<file path="src/hw/rtl/gda_pkg.sv">
package gda_pkg;

    // Field widths of the transfer payloads
    localparam int YEAR_W  = 14;
    localparam int MONTH_W = 4;
    localparam int DAY_W   = 5;
    localparam int COUNT_W = 16;
    localparam int DIFF_W  = 23;
    localparam int MSTART_W = 9;

    // Month codes
    localparam logic [MONTH_W-1:0] MONTH_JAN = 4'd1;
    localparam logic [MONTH_W-1:0] MONTH_FEB = 4'd2;
    localparam logic [MONTH_W-1:0] MONTH_APR = 4'd4;
    localparam logic [MONTH_W-1:0] MONTH_JUN = 4'd6;
    localparam logic [MONTH_W-1:0] MONTH_SEP = 4'd9;
    localparam logic [MONTH_W-1:0] MONTH_NOV = 4'd11;
    localparam logic [MONTH_W-1:0] MONTH_DEC = 4'd12;

    // Operation codes
    localparam logic FUNC_DIFF = 1'b0;
    localparam logic FUNC_ADD  = 1'b1;

    // Day-number constants
    localparam int DAYS_PER_YEAR = 365;

    // Divider by a century: multiply by ceil(2^19 / 100) and keep the top bits,
    // exact for every dividend below 43690
    localparam int DIV_W       = YEAR_W;
    localparam int DIVISOR     = 100;
    localparam int REM_W       = 7;
    localparam int RECIP       = 5243;
    localparam int RECIP_W     = 13;
    localparam int RECIP_SHIFT = 19;
    localparam int PROD_W      = DIV_W + RECIP_W;
    localparam logic [REM_W-1:0] REM_LAST  = REM_W'(DIVISOR - 1);

    typedef struct packed {
        logic               func;
        logic [YEAR_W-1:0]  year_a;
        logic [MONTH_W-1:0] month_a;
        logic [DAY_W-1:0]   day_a;
        logic [YEAR_W-1:0]  year_b;
        logic [MONTH_W-1:0] month_b;
        logic [DAY_W-1:0]   day_b;
        logic [COUNT_W-1:0] add_count;
    } gda_in_t;

    typedef struct packed {
        logic signed [DIFF_W-1:0] day_diff;
        logic                     a_not_after_b;
        logic [YEAR_W-1:0]        sum_year;
        logic [MONTH_W-1:0]       sum_month;
        logic [DAY_W-1:0]         sum_day;
    } gda_out_t;

    typedef struct packed {
        logic               done;
        logic [DIV_W-1:0]   quotient;
        logic [REM_W-1:0]   remainder;
    } div_res_t;

    typedef enum logic [3:0] {
        S_IDLE,
        S_D_MUL,
        S_D_DAY,
        S_D_Q4,
        S_D_DIVS,
        S_D_DIVW,
        S_D_Q100,
        S_D_Q400,
        S_A_DIVS,
        S_A_DIVW,
        S_A_STEP,
        S_FINISH
    } state_t;

    // Force a month code into January..December
    function automatic logic [MONTH_W-1:0] clamp_month(input logic [MONTH_W-1:0] m);
        logic [MONTH_W-1:0] r;
        if (m < MONTH_JAN)
            r = MONTH_JAN;
        else if (m > MONTH_DEC)
            r = MONTH_DEC;
        else
            r = m;
        return r;
    endfunction

    // Days before the first of a month in a common year
    function automatic logic [MSTART_W-1:0] month_start(input logic [MONTH_W-1:0] m);
        logic [MSTART_W-1:0] r;
        case (m)
            4'd1:    r = 9'd0;
            4'd2:    r = 9'd31;
            4'd3:    r = 9'd59;
            4'd4:    r = 9'd90;
            4'd5:    r = 9'd120;
            4'd6:    r = 9'd151;
            4'd7:    r = 9'd181;
            4'd8:    r = 9'd212;
            4'd9:    r = 9'd243;
            4'd10:   r = 9'd273;
            4'd11:   r = 9'd304;
            4'd12:   r = 9'd334;
            default: r = 9'd0;
        endcase
        return r;
    endfunction

    // Length of a month, February stretched in leap years
    function automatic logic [DAY_W-1:0] month_len(input logic [MONTH_W-1:0] m,
                                                   input logic leap);
        logic [DAY_W-1:0] r;
        case (m) inside
            MONTH_APR, MONTH_JUN, MONTH_SEP, MONTH_NOV: r = 5'd30;
            MONTH_FEB: r = leap ? 5'd29 : 5'd28;
            default:   r = 5'd31;
        endcase
        return r;
    endfunction

endpackage

</file>
<file path="src/hw/rtl/gregorian_date_arithmetic_top.sv">
// Gregorian date unit. A transfer is taken when start is high and busy is low;
// busy then stays high until the result is ready, and the result is shown for
// one cycle with done high, so the receiver must take it in that cycle. func 0
// builds both day numbers term by term through one shared adder, with the
// century counts from a reciprocal-multiply divider that answers in the cycle
// after launch. func 1 runs the divider once on the start year and then
// subtracts one month length per cycle until the total no longer exceeds the
// current month. done rises in the same cycle that busy falls. A new transfer
// may be taken in the same cycle that done is high.
module gregorian_date_arithmetic_top #(
    parameter int MAX_ADD_DAYS = 65535
) (
    input  logic              clk,
    input  logic              rst_n,
    input  logic              start,
    output logic              busy,
    input  gda_pkg::gda_in_t  item,
    output logic              done,
    output gda_pkg::gda_out_t result
);
    import gda_pkg::*;

    // Running day total and accumulator widths
    localparam int TW = $clog2(MAX_ADD_DAYS + 32);
    localparam int AW = (TW > DIFF_W) ? TW : DIFF_W;
    // Unwrapped year needs room for the whole added span
    localparam int YW = $clog2((1 << YEAR_W) + (MAX_ADD_DAYS + 31) / 365 + 2);

    state_t             state_reg, state_next;
    logic               sel_b_reg;
    gda_in_t            req_reg;
    logic [AW-1:0]      acc_reg;
    logic [YW-1:0]      yr_reg;
    logic [MONTH_W-1:0] mon_reg;
    logic [REM_W-1:0]   rem100_reg;
    logic [1:0]         q4_reg;
    logic               le_reg;
    gda_out_t           res_reg;
    logic               done_reg;

    logic               accept;
    logic [YEAR_W-1:0]  cur_y;
    logic [MONTH_W-1:0] cur_m;
    logic [DAY_W-1:0]   cur_d;
    logic [YEAR_W-1:0]  ly;
    logic [DAY_W-1:0]   start_day;
    logic [TW-1:0]      cnt_sat;
    logic [TW-1:0]      total_init;
    logic               leap;

    logic [AW-1:0]      alu_b;
    logic               alu_sub;
    logic [AW-1:0]      alu_result;
    logic               alu_borrow;
    logic               alu_zero;
    logic               step_go;
    logic               div_start;
    logic [DIV_W-1:0]   div_dividend;
    div_res_t           div_res;

    assign accept = start && (state_reg == S_IDLE);

    // Select the date being folded into the day number
    always_comb
    begin
        cur_y = sel_b_reg ? req_reg.year_b : req_reg.year_a;
        cur_m = clamp_month(sel_b_reg ? req_reg.month_b : req_reg.month_a);
        cur_d = sel_b_reg ? req_reg.day_b : req_reg.day_a;
        if (cur_m <= MONTH_FEB)
            ly = (cur_y != '0) ? cur_y - 1'b1 : '0;
        else
            ly = cur_y;
    end

    // Seed the running total for the add operation
    always_comb
    begin
        start_day = (item.day_a == '0) ? DAY_W'(1) : item.day_a;
        if (32'(item.add_count) > 32'(MAX_ADD_DAYS))
            cnt_sat = TW'(MAX_ADD_DAYS);
        else
            cnt_sat = TW'(item.add_count);
        total_init = TW'(start_day) + cnt_sat;
    end

    // Leap test from the tracked year position within its century
    assign leap = (rem100_reg == '0) ? (q4_reg == 2'd0) : (yr_reg[1:0] == 2'd0);

    gda_alu #(
        .W (AW)
    ) u_alu (
        .a      (acc_reg),
        .b      (alu_b),
        .sub    (alu_sub),
        .result (alu_result),
        .borrow (alu_borrow),
        .zero   (alu_zero)
    );

    gda_divider u_div (
        .clk      (clk),
        .rst_n    (rst_n),
        .start    (div_start),
        .dividend (div_dividend),
        .res      (div_res)
    );

    // Keep stepping while the total exceeds the current month
    assign step_go = !alu_borrow && !alu_zero;

    // Next state
    always_comb
    begin
        state_next = state_reg;
        case (state_reg)
            S_IDLE:
            begin
                if (start)
                    state_next = (item.func == FUNC_ADD) ? S_A_DIVS : S_D_MUL;
            end
            S_D_MUL:  state_next = S_D_DAY;
            S_D_DAY:  state_next = S_D_Q4;
            S_D_Q4:   state_next = S_D_DIVS;
            S_D_DIVS: state_next = S_D_DIVW;
            S_D_DIVW:
            begin
                if (div_res.done)
                    state_next = S_D_Q100;
            end
            S_D_Q100: state_next = S_D_Q400;
            S_D_Q400: state_next = sel_b_reg ? S_FINISH : S_D_MUL;
            S_A_DIVS: state_next = S_A_DIVW;
            S_A_DIVW:
            begin
                if (div_res.done)
                    state_next = S_A_STEP;
            end
            S_A_STEP:
            begin
                if (!step_go)
                    state_next = S_FINISH;
            end
            S_FINISH: state_next = S_IDLE;
            default:  state_next = S_IDLE;
        endcase
    end

    // Outputs of the sequencer: adder operand and divider launch
    always_comb
    begin
        alu_b        = '0;
        alu_sub      = 1'b0;
        div_start    = 1'b0;
        div_dividend = ly;
        case (state_reg)
            S_D_MUL:
            begin
                alu_b   = AW'(cur_y) * AW'(DAYS_PER_YEAR);
                alu_sub = sel_b_reg;
            end
            S_D_DAY:
            begin
                alu_b   = AW'(cur_d) + AW'(month_start(cur_m));
                alu_sub = sel_b_reg;
            end
            S_D_Q4:
            begin
                alu_b   = AW'(ly[YEAR_W-1:2]);
                alu_sub = sel_b_reg;
            end
            S_D_DIVS:
            begin
                div_start = 1'b1;
            end
            S_D_Q100:
            begin
                alu_b   = AW'(div_res.quotient);
                alu_sub = !sel_b_reg;
            end
            S_D_Q400:
            begin
                alu_b   = AW'(div_res.quotient[DIV_W-1:2]);
                alu_sub = sel_b_reg;
            end
            S_A_DIVS:
            begin
                div_start    = 1'b1;
                div_dividend = req_reg.year_a;
            end
            S_A_STEP:
            begin
                alu_b   = AW'(month_len(mon_reg, leap));
                alu_sub = 1'b1;
            end
            default:
            begin
                alu_b   = '0;
                alu_sub = 1'b0;
            end
        endcase
    end

    // Control registers
    always_ff @(posedge clk or negedge rst_n)
    begin
        if (!rst_n)
        begin
            state_reg <= S_IDLE;
            sel_b_reg <= 1'b0;
            done_reg  <= 1'b0;
        end
        else
        begin
            state_reg <= state_next;
            done_reg  <= (state_reg == S_FINISH);
            if (accept)
                sel_b_reg <= 1'b0;
            else if (state_reg == S_D_Q400)
                sel_b_reg <= 1'b1;
        end
    end

    // Datapath registers
    always_ff @(posedge clk)
    begin
        if (accept)
        begin
            req_reg <= item;
            acc_reg <= (item.func == FUNC_ADD) ? AW'(total_init) : '0;
            yr_reg  <= YW'(item.year_a);
            mon_reg <= clamp_month(item.month_a);
            le_reg  <= ({item.year_a, item.month_a, item.day_a}
                        <= {item.year_b, item.month_b, item.day_b});
        end

        case (state_reg)
            S_D_MUL, S_D_DAY, S_D_Q4, S_D_Q100, S_D_Q400:
            begin
                acc_reg <= alu_result;
            end
            S_A_DIVW:
            begin
                if (div_res.done)
                begin
                    rem100_reg <= div_res.remainder;
                    q4_reg     <= div_res.quotient[1:0];
                end
            end
            S_A_STEP:
            begin
                // Drop the month and advance the date
                if (step_go)
                begin
                    acc_reg <= alu_result;
                    if (mon_reg == MONTH_DEC)
                    begin
                        mon_reg <= MONTH_JAN;
                        yr_reg  <= yr_reg + 1'b1;
                        if (rem100_reg == REM_LAST)
                        begin
                            rem100_reg <= '0;
                            q4_reg     <= q4_reg + 1'b1;
                        end
                        else
                        begin
                            rem100_reg <= rem100_reg + 1'b1;
                        end
                    end
                    else
                    begin
                        mon_reg <= mon_reg + 1'b1;
                    end
                end
            end
            S_FINISH:
            begin
                if (req_reg.func == FUNC_ADD)
                begin
                    res_reg.day_diff      <= '0;
                    res_reg.a_not_after_b <= 1'b0;
                    res_reg.sum_year      <= yr_reg[YEAR_W-1:0];
                    res_reg.sum_month     <= mon_reg;
                    res_reg.sum_day       <= acc_reg[DAY_W-1:0];
                end
                else
                begin
                    res_reg.day_diff      <= acc_reg[DIFF_W-1:0];
                    res_reg.a_not_after_b <= le_reg;
                    res_reg.sum_year      <= '0;
                    res_reg.sum_month     <= '0;
                    res_reg.sum_day       <= '0;
                end
            end
            default:
            begin
            end
        endcase
    end

    assign busy   = (state_reg != S_IDLE);
    assign done   = done_reg;
    assign result = res_reg;

endmodule

</file>
<file path="src/hw/rtl/gda_divider.sv">
module gda_divider (
    input  logic                       clk,
    input  logic                       rst_n,
    input  logic                       start,
    input  logic [gda_pkg::DIV_W-1:0]  dividend,
    output gda_pkg::div_res_t          res
);
    import gda_pkg::*;

    logic [DIV_W-1:0]  quo_reg;
    logic [REM_W-1:0]  rem_reg;
    logic              done_reg;

    logic [PROD_W-1:0] prod;
    logic [DIV_W-1:0]  quo_next;
    logic [DIV_W-1:0]  back;
    logic [DIV_W-1:0]  rem_full;

    // Multiply by the scaled reciprocal, then recover the remainder
    always_comb
    begin
        prod     = PROD_W'(dividend) * PROD_W'(RECIP);
        quo_next = DIV_W'(prod >> RECIP_SHIFT);
        back     = quo_next * DIV_W'(DIVISOR);
        rem_full = dividend - back;
    end

    // Control: pulse done the cycle after start
    always_ff @(posedge clk or negedge rst_n)
    begin
        if (!rst_n)
        begin
            done_reg <= 1'b0;
        end
        else
        begin
            done_reg <= start;
        end
    end

    // Datapath: capture quotient and remainder on start, hold until the next one
    always_ff @(posedge clk)
    begin
        if (start)
        begin
            quo_reg <= quo_next;
            rem_reg <= rem_full[REM_W-1:0];
        end
    end

    assign res.done      = done_reg;
    assign res.quotient  = quo_reg;
    assign res.remainder = rem_reg;

endmodule

</file>
<file path="src/hw/rtl/gda_alu.sv">
module gda_alu #(
    parameter int W = 23
) (
    input  logic [W-1:0] a,
    input  logic [W-1:0] b,
    input  logic         sub,
    output logic [W-1:0] result,
    output logic         borrow,
    output logic         zero
);
    logic [W:0] wide;

    // Add or subtract, keeping the carry out as borrow on subtract
    always_comb
    begin
        if (sub)
            wide = {1'b0, a} - {1'b0, b};
        else
            wide = {1'b0, a} + {1'b0, b};
        result = wide[W-1:0];
        borrow = sub & wide[W];
        zero   = (wide[W-1:0] == '0);
    end

endmodule

</file>
<file path="config.mk">
export PLATFORM = sky130hd
export DESIGN_NAME = gregorian_date_arithmetic_top
export DESIGN_NICKNAME = d
export VERILOG_FILES = /design/src/hw/rtl/gda_pkg.sv /design/src/hw/rtl/gregorian_date_arithmetic_top.sv /design/src/hw/rtl/gda_divider.sv /design/src/hw/rtl/gda_alu.sv
export SDC_FILE = /design/constraint.sdc
export NUM_CORES = 1
export LEC_CHECK = 0
export BUFFER_PORTS_ARGS = -buffer_cell sky130_fd_sc_hd__buf_2
export CAP_MARGIN = 20
export CORE_MARGIN = 2
export CORE_UTILIZATION = 60
export CTS_BUF_LIST = sky130_fd_sc_hd__clkbuf_8
export CTS_CLUSTER_SIZE = 20
export DETAILED_ROUTE_END_ITERATION = 10
export GPL_TIMING_DRIVEN = 0
export PLACE_DENSITY = 0.77
export SYNTH_ARGS = -nofsm -noshare
export SYNTH_HDL_FRONTEND = slang
export SYNTH_SLANG_ARGS = --single-unit
</file>
<file path="constraint.sdc">
create_clock -name clk -period 13.2 [get_ports clk]
set_input_delay 1.32 -clock clk [delete_from_list [all_inputs] [get_ports clk]]
set_output_delay 1.32 -clock clk [all_outputs]
set_load 0.1 [all_outputs]
</file>
==> impl_metrics.toml <==
[synthesis]
synth_flop_cell = "edfxtp_1"
synth-edff-count = 119
async_flop_share_pct = 4.19
yosysSeqAreaShare_pct = 26.1
synth_seq_cells = 167
synth_cells = 1863
yosys_warnings = 0
syn-cell-area_um2 = 17500
syn-num-nets = 2264
yosys.cell_types.count = 97
syn_avg_cell_area_um2 = 9.41

[route]
post_drt_wl_per_cell_um = 19.0
drtPass1Iterations = 8
drc = 0
ant_nets = 0
vias = 14396
vias_per_cell = 6.01
wl_um = 45600
dr.first_iter.drc_count = 1092

[sta]
fin_skew_ps = 35.1
final_hold_viol_count = 0
fin_crit_ps = 11820
tns_ps = 0
hold_slack_ps = 492
slew_violations = 0
worst_pin_slew_ps = 944
rsz0062_at_grt = "no"
slew_headroom_pct = 36.2
finalCritPeriodShare_pct = 89.6
fmax_mhz = 84.6
setup_viol = 0

[setup_path]
critical_path.max_stage_delay_ps = 670
critPathTopFamily = "compound AO/OA/AOI/OAI gates"
path_class = "reg -> reg"
critPathRequiredTime_ps = 13370
setup.worst_path.end_class = "register"
crit_path_frequent_cell = "inv_1"
critical_path_arrival_ps = 11990
crit_fanout = 10
path_buf_inv = 11
slowest_stage = "a2111oi_0"
worst_setup_path_start_kind = "register"

[die]
die_y_um = 175
row_count = 62
core_um2 = 28700
initial_core_util_pct = 61.0
num_io_pins = 115
fp.dieW_um = 175
dieArea_um2 = 30600

[clock_tree]
clkLatencyLatePin_ps = 500
clkTransAtPathRegs_ps = 130
cts_tree = "built"
cts_setup_buffers = 0
clockBufferDepth = 2
cts_num_sinks = 167
h-tree-depth = 4
cts_root_buf = "clkbuf_8"
cts_buffers = 17
holdBufCountCts = 0
cts-resized-gates = 0

[place]
placedCellCount = 2364
place_congestion = 0.935
io_buffers = 114
dp_hpwl_um = 37900

[final_layout]
syn2layout_area_growth_pct = 8.83
final_nets = 2400
final_core_util_pct = 66.4
drive_gt1_share_pct = 11.3
fin_cells = 2396
antenna_cells = 0

[grt]
grt_overflow = 0
track_usage_pct = 30.0
grt_pass1_vias = 14205
antenna_found_initial = 0
grt_max_degree = 42
grt_first_pass_wirelength_um = 72400

[run]
drv_cap = 0

[run_status]
status = "finished clean"

[worst_hold_path]
hp-class = "reg -> reg"
==> cells in the mapped netlist (all sizes together), types with 7 or more instances <==
cell / count / area share, %
nor2b: 40 / 1.4
mux2: 21 / 1.3
nor4: 7 / 0.25
or2: 15 / 0.54
nor2: 120 / 2.6
or4: 8 / 0.39
xnor2: 60 / 3.0
o21a: 20 / 0.86
and3: 18 / 0.64
nand2b: 23 / 0.82
xor2: 39 / 1.9
dfxtp: 41 / 4.7
a31oi: 13 / 0.46
nor3b: 9 / 0.44
and2: 37 / 1.3
clkbuf: 44 / 0.94
a21o: 22 / 0.94
edfxtp: 119 / 20
or3b: 7 / 0.35
o211ai: 10 / 0.43
a21oi: 77 / 2.2
nand2: 119 / 2.5
mux2i: 37 / 2.1
nand3: 30 / 0.89
o22ai: 7 / 0.25
a22oi: 26 / 1.1
fa: 107 / 12
inv: 258 / 5.5
buf: 10 / 0.40
or3: 12 / 0.46
a211oi: 34 / 1.5
nand4: 17 / 0.61
ha: 228 / 16
o31ai: 7 / 0.30
dfrtp: 7 / 1.0
o21ai: 78 / 2.2
nor3: 31 / 0.94
==> logic make-up after synthesis <==
kind of cell,after synthesis,share of synthesized area [%]
flip-flops,167,26.1
AND/OR/NAND/NOR,513,15.3
buffers and inverters,312,6.87
multiplexers,58,3.48
AO/OA/AOI/OAI,379,14.8
adder cells (fa/ha/maj),335,28.5
XOR/XNOR,99,4.95
==> cells in the final DEF (no fill, tap or decap), types with 23 or more instances in the layout <==
master / synthesis / routed
xor2_1: 39 / 39
inv_1: 258 / 258
ha_1: 228 / 228
buf_2: 5 / 119
xnor2_1: 60 / 60
o21ai_0: 75 / 75
nand3_1: 29 / 29
nand2_1: 119 / 119
fa_1: 107 / 107
and2_1: 36 / 36
a22oi_1: 26 / 26
nor2_1: 120 / 119
a21oi_1: 77 / 77
edfxtp_1: 119 / 119
nor2b_1: 40 / 40
dfxtp_1: 41 / 41
nor3_1: 29 / 29
mux2i_1: 36 / 36
clkbuf_1: 44 / 43
a211oi_1: 33 / 33
nand2b_1: 23 / 23
==> tightest hold or removal path: cells and delay by family, from the launching register on <==
| kind | cells | cell delay, ps |
|---|---|---|
| DFF | 1 | 350 |
| muxes | 1 | 50 |
| and+or+nand+nor | 1 | 60 |
==> through the flow <==
stage / setup slack (ps) / area (um2)
floorplan: 3970 / 17500
global placement: 1750 / 18600
detailed placement: 1690 / 18600
CTS: 1610 / 19100
global route: 784 / 19100
finish: 1380 / 19100
==> final timing paths <==
path / endpoint / depth (start not counted) / start / slack [ps]
setup / recovery: rem100_reg[0] / 37 / sel_b_reg / 1380
hold reg to reg: acc_reg[17] / 2 / acc_reg[17] / 490
setup reg to reg: rem100_reg[0] / 37 / sel_b_reg / 1380
min in group asynchronous: state_reg[2] / 1 / rst_n / 660
max in group asynchronous: sel_b_reg / 1 / rst_n / 12320
hold / removal: acc_reg[17] / 2 / acc_reg[17] / 490
==> area by class of cell <==
type | instances | area (um2)
inverters | 258 | 968
well taps | 384 | 480
repair buffers | 117 | 618
clock inverters | 15 | 206
multi-input cells | 1384 | 11800
plain buffers | 54 | 236
clock buffers | 17 | 234
fillers | 2336 | 9630
flip-flops and latches | 167 | 4570
==> per-layer routing <==
metal / share of wire [%] / track usage, % / wire (um)
met1: 41 / 37.7 / 18700
met4: 3.6 / 11.0 / 1630
met3: 5.7 / 3.59 / 2600
met2: 50 / 53.2 / 22600
met5: 0 / 0 / 0
Power is left out: the tool's default activity adds up to more than one toggle a clock period on the data nets, which glitch-free logic cannot reach.
